$ cat config.mk
export PLATFORM = sky130hd
export DESIGN_NAME = xmodem_crc_packet_receiver
export DESIGN_NICKNAME = d
export VERILOG_FILES = /design/src/rtl/core/xcrx_pkg.sv /design/src/rtl/core/xcrx_ram.sv /design/src/rtl/core/xcrx_datapath.sv /design/src/rtl/core/xcrx_ctrl.sv /design/src/rtl/core/xmodem_crc_packet_receiver.sv
export SDC_FILE = /design/constraint.sdc
export NUM_CORES = 2
export LEC_CHECK = 0
export ABC_AREA = 0
export BUFFER_PORTS_ARGS = -buffer_cell sky130_fd_sc_hd__clkbuf_2
export CAP_MARGIN = 0
export CORE_ASPECT_RATIO = 2
export CORE_MARGIN = 2
export CORE_UTILIZATION = 45
export CTS_CLUSTER_DIAMETER = 40
export CTS_CLUSTER_SIZE = 12
export DETAILED_ROUTE_END_ITERATION = 10
export SYNTH_ARGS = -nofsm -noshare
export SYNTH_HDL_FRONTEND = slang
export SYNTH_SLANG_ARGS = --single-unit
$ cat constraint.sdc
create_clock -name clock -period 8.4 [get_ports clock]
set_input_delay 0.42 -clock clock [delete_from_list [all_inputs] [get_ports clock]]
set_output_delay 0.42 -clock clock [all_outputs]
set_load 0.01 [all_outputs]
$ cat src/rtl/core/xcrx_pkg.sv
`default_nettype none

package xcrx_pkg;

   localparam int unsigned PACKET_BYTES         = 128;
   localparam int unsigned PACKET_WORDS         = PACKET_BYTES / 4;
   localparam int unsigned WORD_AW              = $clog2(PACKET_WORDS);
   localparam int unsigned MAX_PACKETS_PER_PAGE = 32;

   localparam logic [7:0]  POS_DATA_FIRST = 8'd3;
   localparam logic [7:0]  POS_DATA_LAST  = 8'd130;
   localparam logic [7:0]  POS_CRC_HI     = 8'd131;
   localparam logic [7:0]  POS_CRC_LO     = 8'd132;
   localparam logic [7:0]  POS_FIRST      = 8'd0;
   localparam logic [7:0]  POS_MAX        = 8'd255;
   localparam logic [7:0]  BYTE_SOH       = 8'h01;
   localparam logic [7:0]  BYTE_EOT       = 8'h04;
   localparam logic [15:0] CRC_POLY       = 16'h1021;
   localparam logic [15:0] CRC_INIT       = 16'h0000;

   localparam logic CSR_BASE_ADDRESS     = 1'b0;
   localparam logic CSR_PACKETS_PER_PAGE = 1'b1;

   typedef enum logic [2:0] {
      KIND_ACK    = 3'd0,
      KIND_NAK    = 3'd1,
      KIND_WORD   = 3'd2,
      KIND_COMMIT = 3'd3,
      KIND_RESET  = 3'd4
   } kind_type;

   typedef enum logic [1:0] {
      DEC_NONE,
      DEC_PACKET,
      DEC_NAK,
      DEC_EOT
   } dec_type;

   typedef struct packed {
      logic     accept;
      logic     word_next;
      logic     load;
      kind_type kind;
      logic     last;
   } cmd_type;

   typedef struct packed {
      dec_type dec;
      logic    commit_flag;
      logic    word_last;
   } status_type;

   function automatic logic [15:0] crc_byte(input logic [15:0] crc, input logic [7:0] b);
      logic [15:0] c;
      c = crc ^ {b, 8'h00};
      for (int i = 0; i < 8; i++) begin
         if (c[15]) begin
            c = {c[14:0], 1'b0} ^ CRC_POLY;
         end else begin
            c = {c[14:0], 1'b0};
         end
      end
      return c;
   endfunction

endpackage

`default_nettype wire

$ cat src/rtl/core/xcrx_ram.sv
`default_nettype none

module xcrx_ram #(
   parameter int unsigned WIDTH = 32,
   parameter int unsigned DEPTH = 32
) (
   input  wire logic                     clock,
   input  wire logic                     wr_en,
   input  wire logic [$clog2(DEPTH)-1:0] wr_addr,
   input  wire logic [WIDTH-1:0]         wr_data,
   input  wire logic [$clog2(DEPTH)-1:0] rd_addr,
   output logic      [WIDTH-1:0]         rd_data
);

   logic [WIDTH-1:0] mem_ff [DEPTH];

   always_ff @(posedge clock) begin
      if (wr_en) begin
         mem_ff[wr_addr] <= wr_data;
      end
      rd_data <= mem_ff[rd_addr];
   end

endmodule

`default_nettype wire

$ cat src/rtl/core/xcrx_datapath.sv
`default_nettype none

module xcrx_datapath
   import xcrx_pkg::*;
(
   input  wire logic        clock,
   input  wire logic        reset,
   input  wire logic        req_op,
   input  wire logic [7:0]  req_data_byte,
   input  wire logic        req_frame_end,
   input  wire logic        csr_valid,
   input  wire logic        csr_index,
   input  wire logic [31:0] csr_data,
   input  wire cmd_type     cmd,
   output status_type       status,
   output logic [2:0]       rsp_kind,
   output logic [31:0]      rsp_address,
   output logic [31:0]      rsp_word,
   output logic [12:0]      rsp_length,
   output logic             rsp_last
);

   logic [31:0]        base_ff;
   logic [5:0]         ppp_ff;
   logic               session_ff;
   logic [15:0]        pc_ff;
   logic [4:0]         pip_ff;
   logic [7:0]         idx_ff;
   logic [7:0]         first_ff;
   logic [15:0]        crc_ff;
   logic [7:0]         rcv_hi_ff;
   logic [23:0]        sh_ff;
   logic [WORD_AW-1:0] word_ff;
   logic [31:0]        pkt_addr_ff;
   logic [31:0]        cmt_addr_ff;
   logic [12:0]        cmt_len_ff;
   logic               cmt_flag_ff;

   logic [5:0]         page_size;
   dec_type            dec;
   logic               is_pkt;
   logic [15:0]        pc_in;
   logic [5:0]         cnt;
   logic [15:0]        first_pkt;
   logic [31:0]        cmt_addr_in;
   logic               cmt_flag_in;
   logic               in_data;
   logic [6:0]         offset;
   logic               ram_wr;
   logic [31:0]        ram_q;

   always_comb begin
      if (ppp_ff == 6'd0) begin
         page_size = 6'd1;
      end else if (ppp_ff > 6'(MAX_PACKETS_PER_PAGE)) begin
         page_size = 6'(MAX_PACKETS_PER_PAGE);
      end else begin
         page_size = ppp_ff;
      end
   end

   always_comb begin
      dec = DEC_NONE;
      if (!req_op && req_frame_end && session_ff) begin
         if (idx_ff == POS_CRC_LO && first_ff == BYTE_SOH) begin
            dec = (crc_ff == {rcv_hi_ff, req_data_byte}) ? DEC_PACKET : DEC_NAK;
         end else if (idx_ff == POS_FIRST && req_data_byte == BYTE_EOT) begin
            dec = DEC_EOT;
         end
      end
   end

   assign is_pkt      = (dec == DEC_PACKET);
   assign pc_in       = pc_ff + {15'd0, is_pkt};
   assign cnt         = {1'b0, pip_ff} + {5'd0, is_pkt};
   assign first_pkt   = pc_in - {10'd0, cnt};
   assign cmt_addr_in = base_ff + {9'd0, first_pkt, 7'd0};
   assign cmt_flag_in = is_pkt ? (cnt >= page_size) : (pip_ff != 5'd0);

   assign in_data = (idx_ff >= POS_DATA_FIRST) && (idx_ff <= POS_DATA_LAST);
   assign offset  = 7'(idx_ff - POS_DATA_FIRST);
   assign ram_wr  = cmd.accept && !req_op && in_data && (offset[1:0] == 2'b11);

   xcrx_ram #(
      .WIDTH(32),
      .DEPTH(PACKET_WORDS)
   ) u_store (
      .clock  (clock),
      .wr_en  (ram_wr),
      .wr_addr(offset[6:2]),
      .wr_data({req_data_byte, sh_ff}),
      .rd_addr(word_ff),
      .rd_data(ram_q)
   );

   always_ff @(posedge clock) begin
      if (reset) begin
         base_ff    <= 32'd0;
         ppp_ff     <= 6'd8;
         session_ff <= 1'b0;
         pc_ff      <= 16'd0;
         pip_ff     <= 5'd0;
         idx_ff     <= 8'd0;
         first_ff   <= 8'd0;
         crc_ff     <= CRC_INIT;
         rcv_hi_ff  <= 8'd0;
         word_ff    <= '0;
      end else begin
         if (csr_valid) begin
            unique case (csr_index)
               CSR_BASE_ADDRESS:     base_ff <= csr_data;
               CSR_PACKETS_PER_PAGE: ppp_ff  <= csr_data[5:0];
               default:              ;
            endcase
         end
         if (cmd.accept) begin
            word_ff <= '0;
            if (req_op) begin
               session_ff <= 1'b1;
               pc_ff      <= 16'd0;
               pip_ff     <= 5'd0;
               idx_ff     <= 8'd0;
               crc_ff     <= CRC_INIT;
               rcv_hi_ff  <= 8'd0;
            end else begin
               if (idx_ff == POS_FIRST) begin
                  first_ff <= req_data_byte;
               end
               if (in_data) begin
                  crc_ff <= crc_byte(crc_ff, req_data_byte);
               end
               if (idx_ff == POS_CRC_HI) begin
                  rcv_hi_ff <= req_data_byte;
               end
               if (req_frame_end) begin
                  idx_ff    <= 8'd0;
                  crc_ff    <= CRC_INIT;
                  rcv_hi_ff <= 8'd0;
               end else if (idx_ff != POS_MAX) begin
                  idx_ff <= idx_ff + 8'd1;
               end
               if (dec == DEC_PACKET) begin
                  pc_ff  <= pc_in;
                  pip_ff <= cmt_flag_in ? 5'd0 : cnt[4:0];
               end else if (dec == DEC_EOT) begin
                  pip_ff     <= 5'd0;
                  session_ff <= 1'b0;
               end
            end
         end else if (cmd.word_next) begin
            word_ff <= word_ff + 1'b1;
         end
      end
   end

   always_ff @(posedge clock) begin
      if (cmd.accept && !req_op) begin
         if (in_data) begin
            sh_ff <= {req_data_byte, sh_ff[23:8]};
         end
         if (dec != DEC_NONE) begin
            pkt_addr_ff <= base_ff + {9'd0, pc_ff, 7'd0};
            cmt_addr_ff <= cmt_addr_in;
            cmt_len_ff  <= {cnt, 7'd0};
            cmt_flag_ff <= cmt_flag_in;
         end
      end
      if (cmd.load) begin
         rsp_kind    <= cmd.kind;
         rsp_last    <= cmd.last;
         rsp_address <= 32'd0;
         rsp_word    <= 32'd0;
         rsp_length  <= 13'd0;
         case (cmd.kind)
            KIND_WORD: begin
               rsp_address <= pkt_addr_ff + {25'd0, word_ff, 2'b00};
               rsp_word    <= ram_q;
            end
            KIND_COMMIT: begin
               rsp_address <= cmt_addr_ff;
               rsp_length  <= cmt_len_ff;
            end
            default: ;
         endcase
      end
   end

   assign status.dec         = dec;
   assign status.commit_flag = cmt_flag_ff;
   assign status.word_last   = (word_ff == '1);

endmodule

`default_nettype wire

$ cat src/rtl/core/xcrx_ctrl.sv
`default_nettype none

module xcrx_ctrl
   import xcrx_pkg::*;
(
   input  wire logic       clock,
   input  wire logic       reset,
   input  wire logic       req_valid,
   output logic            req_stall,
   output logic            rsp_valid,
   input  wire logic       rsp_stall,
   input  wire status_type status,
   output cmd_type         cmd
);

   typedef enum logic [3:0] {
      S_IDLE,
      S_READ,
      S_WORD,
      S_PKT_COMMIT,
      S_PKT_ACK,
      S_NAK,
      S_EOT_ACK,
      S_EOT_COMMIT,
      S_EOT_RESET
   } state_type;

   state_type state_ff, state_in;
   logic      rsp_valid_ff, rsp_valid_in;
   logic      out_free;

   assign out_free  = !rsp_valid_ff || !rsp_stall;
   assign req_stall = (state_ff != S_IDLE);
   assign rsp_valid = rsp_valid_ff;

   always_comb begin
      state_in      = state_ff;
      cmd.accept    = 1'b0;
      cmd.word_next = 1'b0;
      cmd.load      = 1'b0;
      cmd.kind      = KIND_ACK;
      cmd.last      = 1'b0;
      unique case (state_ff)
         S_IDLE: begin
            cmd.accept = req_valid;
            if (req_valid) begin
               unique case (status.dec)
                  DEC_PACKET: state_in = S_READ;
                  DEC_NAK:    state_in = S_NAK;
                  DEC_EOT:    state_in = S_EOT_ACK;
                  default:    state_in = S_IDLE;
               endcase
            end
         end
         S_READ: state_in = S_WORD;
         S_WORD: begin
            cmd.kind = KIND_WORD;
            if (out_free) begin
               cmd.load = 1'b1;
               if (status.word_last) begin
                  state_in = status.commit_flag ? S_PKT_COMMIT : S_PKT_ACK;
               end else begin
                  cmd.word_next = 1'b1;
                  state_in      = S_READ;
               end
            end
         end
         S_PKT_COMMIT: begin
            cmd.kind = KIND_COMMIT;
            if (out_free) begin
               cmd.load = 1'b1;
               state_in = S_PKT_ACK;
            end
         end
         S_PKT_ACK: begin
            cmd.kind = KIND_ACK;
            cmd.last = 1'b1;
            if (out_free) begin
               cmd.load = 1'b1;
               state_in = S_IDLE;
            end
         end
         S_NAK: begin
            cmd.kind = KIND_NAK;
            cmd.last = 1'b1;
            if (out_free) begin
               cmd.load = 1'b1;
               state_in = S_IDLE;
            end
         end
         S_EOT_ACK: begin
            cmd.kind = KIND_ACK;
            if (out_free) begin
               cmd.load = 1'b1;
               state_in = status.commit_flag ? S_EOT_COMMIT : S_EOT_RESET;
            end
         end
         S_EOT_COMMIT: begin
            cmd.kind = KIND_COMMIT;
            if (out_free) begin
               cmd.load = 1'b1;
               state_in = S_EOT_RESET;
            end
         end
         S_EOT_RESET: begin
            cmd.kind = KIND_RESET;
            cmd.last = 1'b1;
            if (out_free) begin
               cmd.load = 1'b1;
               state_in = S_IDLE;
            end
         end
         default: state_in = S_IDLE;
      endcase
   end

   always_comb begin
      if (cmd.load) begin
         rsp_valid_in = 1'b1;
      end else if (!rsp_stall) begin
         rsp_valid_in = 1'b0;
      end else begin
         rsp_valid_in = rsp_valid_ff;
      end
   end

   always_ff @(posedge clock) begin
      if (reset) begin
         state_ff     <= S_IDLE;
         rsp_valid_ff <= 1'b0;
      end else begin
         state_ff     <= state_in;
         rsp_valid_ff <= rsp_valid_in;
      end
   end

endmodule

`default_nettype wire

$ cat src/rtl/core/xmodem_crc_packet_receiver.sv
// Channel   Direction  Handshake          Payload
// req_      in         valid / stall      op, data_byte, frame_end
// rsp_      out        valid / stall      kind, address, word, length, last
// csr_      in         valid / ready      index (0 base, 1 page size), data
//
// One frame byte is taken per cycle while no result burst is pending.
// A good packet gives 32 word writes from the packet store read port, each
// through a read and a word state, then the further results; all may stall.
// Reset is synchronous and clears the session, the counters and the CRC.
// Input is stalled for the whole of a burst; results are held while stalled.
`default_nettype none

module xmodem_crc_packet_receiver
   import xcrx_pkg::*;
(
   input  wire logic        clock,
   input  wire logic        reset,
   input  wire logic        req_valid,
   output logic             req_stall,
   input  wire logic        req_op,
   input  wire logic [7:0]  req_data_byte,
   input  wire logic        req_frame_end,
   output logic             rsp_valid,
   input  wire logic        rsp_stall,
   output logic [2:0]       rsp_kind,
   output logic [31:0]      rsp_address,
   output logic [31:0]      rsp_word,
   output logic [12:0]      rsp_length,
   output logic             rsp_last,
   input  wire logic        csr_valid,
   output logic             csr_ready,
   input  wire logic        csr_index,
   input  wire logic [31:0] csr_data
);

   cmd_type    cmd;
   status_type status;

   assign csr_ready = 1'b1;

   xcrx_ctrl u_ctrl (
      .clock    (clock),
      .reset    (reset),
      .req_valid(req_valid),
      .req_stall(req_stall),
      .rsp_valid(rsp_valid),
      .rsp_stall(rsp_stall),
      .status   (status),
      .cmd      (cmd)
   );

   xcrx_datapath u_datapath (
      .clock        (clock),
      .reset        (reset),
      .req_op       (req_op),
      .req_data_byte(req_data_byte),
      .req_frame_end(req_frame_end),
      .csr_valid    (csr_valid),
      .csr_index    (csr_index),
      .csr_data     (csr_data),
      .cmd          (cmd),
      .status       (status),
      .rsp_kind     (rsp_kind),
      .rsp_address  (rsp_address),
      .rsp_word     (rsp_word),
      .rsp_length   (rsp_length),
      .rsp_last     (rsp_last)
   );

endmodule

`default_nettype wire

==> results.json <==
{
  "postRouteWirelength_um": 128600,
  "die_w_um": 248.0,
  "timing.hold.ws_ns": 0.06433,
  "synth_warnings": 0,
  "dr_wl_met3_um": 7717,
  "grt_pass1_wl_um": 187800,
  "rsz0062_at_grt": "no",
  "ctsResizeCount": 0,
  "cts_tree": "done",
  "layout.nets": 3266,
  "endpoint_kind": "flip-flop",
  "synthCells": 2932,
  "regToRegEndpoint": "u_datapath.cmt_addr_ff[29]",
  "maxCapViolations": 0,
  "synth_compound_area_frac": 0.03408,
  "via_per_inst": 5.757,
  "hold_depth": 3,
  "layout-drive-gt1-share": 0.2385,
  "synth-simple-area-share": 0.04893,
  "grt_pass1_vias": 28120,
  "fmax_mhz": 145.1,
  "die_h_um": 491.9,
  "hold_class": "input pin to flip-flop",
  "synth_mux_area_frac": 0.1435,
  "tns_ns": 0,
  "cp_max_fo": 11,
  "core_mm2": 0.1185,
  "synth_edf_count": 1186,
  "outcome": "finished clean",
  "relSlewSlack": 0.1229,
  "hold_viol": 0,
  "min_to": "u_datapath.session_ff",
  "grt_max_degree": 108,
  "via_count": 27590,
  "ys_seq_elements": 1328,
  "netlist_area_mm2": 0.05357,
  "power_density_mw_per_mm2": 219.9,
  "fin_crit_ns": 6.891,
  "pwr-share-clk": 0.436,
  "synthTopCellsByCount": "1,186 x edfxtp_1, 320 x mux4_2, 169 x nand2_1",
  "start_util": 0.4521,
  "dp_hpwl_um": 68120,
  "top_layer_used": "met5",
  "worst_pin_slew_ns": 1.306,
  "ir_drop_uv": 250.8,
  "yosysUniqueCellTypes": 76,
  "cts_buffers": 139,
  "cts_root_buffer": "clkbuf_16",
  "ys_async_sr_fraction": 0,
  "r2r_cells": 27,
  "arrival_ns": 7.39,
  "power_w": 0.01340,
  "antenna_found_initial": 3,
  "route.detailed.drc": 0,
  "syn_area_per_cell_um2": 18.27,
  "synth.largest_area_cell": "edfxtp_1",
  "met2_length_um": 64080,
  "yosysTopAreaCellShare": 0.6648,
  "synth_top_family_by_area": "multiplexers",
  "p_leak_nw": 19.61,
  "synth_ff_type": "edfxtp_1",
  "wl_met1_um": 53820,
  "power_frac_comb": 0.026,
  "htree_levels": 4,
  "synthTopCellsByArea": "edfxtp_1 66%, mux4_2 13%, dfxtp_1 5.3%",
  "crit_type": "flip-flop to flip-flop",
  "synthAdderAreaFrac": 0.01621,
  "clk_latency_ns": 0.77,
  "period_share": 0.8203,
  "firstDrtPassIters": 5,
  "routedWlPerCell_um": 26.84,
  "grt.total_usage": 0.2147,
  "antenna_left": 0,
  "r2r_setup_slack_ns": 1.51,
  "p_seq_frac": 0.538,
  "port_buffers": 123,
  "dieArea_mm2": 0.1220,
  "gp_congestion": 0.8410,
  "swShare": 0.2067,
  "clock_sinks": 1328,
  "slew_viol_final": 0,
  "row_count": 179,
  "cp-start-kind": "flip-flop",
  "setup_violations": 0,
  "clk_path_buf_depth": 3,
  "clkSlewWorstSetupHoldPaths_ns": 0.06,
  "yosysSeqAreaShare": 0.7179,
  "syn2layout_area_growth_pct": 13.76,
  "initialDrtViolationCount": 2528,
  "synthXorXnorAreaFrac": 0.02518,
  "p_sw_w": 0.002769,
  "overflow": 0,
  "finalClockSkew_ns": 0.02257,
  "final_util": 0.5144,
  "r2r-start": "u_datapath.idx_ff[7]",
  "yosys.cell_count.top_type": "edfxtp_1",
  "crit_required_ns": 8.90,
  "num_io_pins": 132,
  "internal-power_w": 0.01063,
  "min_from": "req_op"
}
cells in the final DEF, fill, tap and decap left out, drive strengths merged, types with 60 or more instances in the layout:
cell type and n:
edfxtp 1186, buf 61, ha 63, nand2 170, xor2 71, dfxtp 142, xnor2 83, mux4 320
nor2 148, a21oi 105, clkbuf 331, o21ai 60
layer usage:
| layer | vias up | track usage |
|---|---|---|
| li1 | 12090 | - |
| met1 | 14370 | 0.2951 |
| met2 | 926 | 0.3525 |
| met3 | 208 | 0.03762 |
| met4 | 2 | 0.05979 |
| met5 | - | 0 |
cell families (layout without fill, tap and decap cells):
| group | after synthesis | after routing |
|---|---|---|
| compound gates | 289 | 289 |
| xor+xnor | 154 | 154 |
| fa+ha+maj | 67 | 67 |
| buf+inv | 183 | 499 |
| flops | 1328 | 1328 |
| mux | 364 | 364 |
| other cells | 2 | 9 |
| simple gates | 545 | 545 |
critical path: stages (launching register included):
cell and delay [ns]:
dfxtp_1 0.64, nand2_1 0.10, nor3_1 0.21, nand4_1 0.24, nor2_1 0.20, a31oi_1 0.05
nor2_1 0.25, ha_1 0.39, ha_1 0.27, ha_1 0.25, nand3_1 0.37, xor2_1 0.33
inv_1 0.07, ha_1 0.30, a21oi_1 0.19, nor2b_1 0.08, a311oi_2 0.47, nor2_1 0.08
o31ai_1 0.31, xor2_1 0.18, ha_1 0.30, nand3_1 0.12, nor2_1 0.07, o2111ai_1 0.10
o211ai_1 0.20, o22ai_1 0.58, nor2_1 0.11, xor2_1 0.17
per-stage QoR:
step	setup WS, ns	std cells	instance area, um2
finish	1.509	4793	60940
global route	0.7603	4793	60940
CTS	1.529	4792	60940
detailed placement	1.044	4514	56330
global placement	1.236	4514	56330
floorplan	2.779	2938	53590
state kept, by name (all words and copies together) (netlist names), 24 cells and up:
register,count
u_datapath.u_store.mem_ff,1024
u_datapath.cmt_addr_ff,32
u_datapath.pkt_addr_ff,25
u_datapath.base_ff,32
u_datapath.u_store.rd_data,32
u_datapath.sh_ff,24
u_datapath.rsp_address,32
u_datapath.rsp_word,32
cell type report:
class	count	area, um2
Antenna cell	1	2.502
Clock buffer	209	3856
Clock inverter	35	415.4
Fill cell	9498	57540
Inverter	38	142.6
Multi-Input combinational cell	1427	14680
Sequential cell	1328	38470
Tap cell	1538	1924
Timing Repair Buffer	217	1446
repair_timing:
item | CTS | global route
setup buffers | 0 | 0
endpoints found under the hold margin | 39 | 0
hold buffers | 34 | 0
endpoints found under the setup margin | 0 | 0
power groups by stage:
| stage | Combinational (W) | Clock [W] | Sequential, W |
|---|---|---|---|
| 2_1_floorplan | 0.000195 | 0 | 0.00736 |
| 3_3_place_gp | 0.000336 | 0 | 0.00735 |
| 3_5_place_dp | 0.000339 | 0 | 0.00735 |
| 4_1_cts | 0.000353 | 0.00597 | 0.00721 |
| 5_1_grt | 0.000382 | 0.00620 | 0.00721 |
| 6_report | 0.000349 | 0.00584 | 0.00721 |
worst max path at each step:
stage | startpoint | end | slack [ns] | cells past startpoint
2_1_floorplan | u_datapath.idx_ff[4] | u_datapath.cmt_addr_ff[26] | 2.78 | 26
3_3_place_gp | req_data_byte[4] | u_datapath.cmt_addr_ff[31] | 1.24 | 28
3_5_place_dp | req_data_byte[4] | u_datapath.cmt_addr_ff[29] | 1.04 | 28
4_1_cts | u_datapath.idx_ff[7] | u_datapath.cmt_addr_ff[29] | 1.53 | 27
5_1_grt | u_datapath.idx_ff[7] | u_datapath.cmt_addr_ff[31] | 0.76 | 27
6_report | u_datapath.idx_ff[7] | u_datapath.cmt_addr_ff[29] | 1.51 | 27
(Power assumes the default switching activity.)
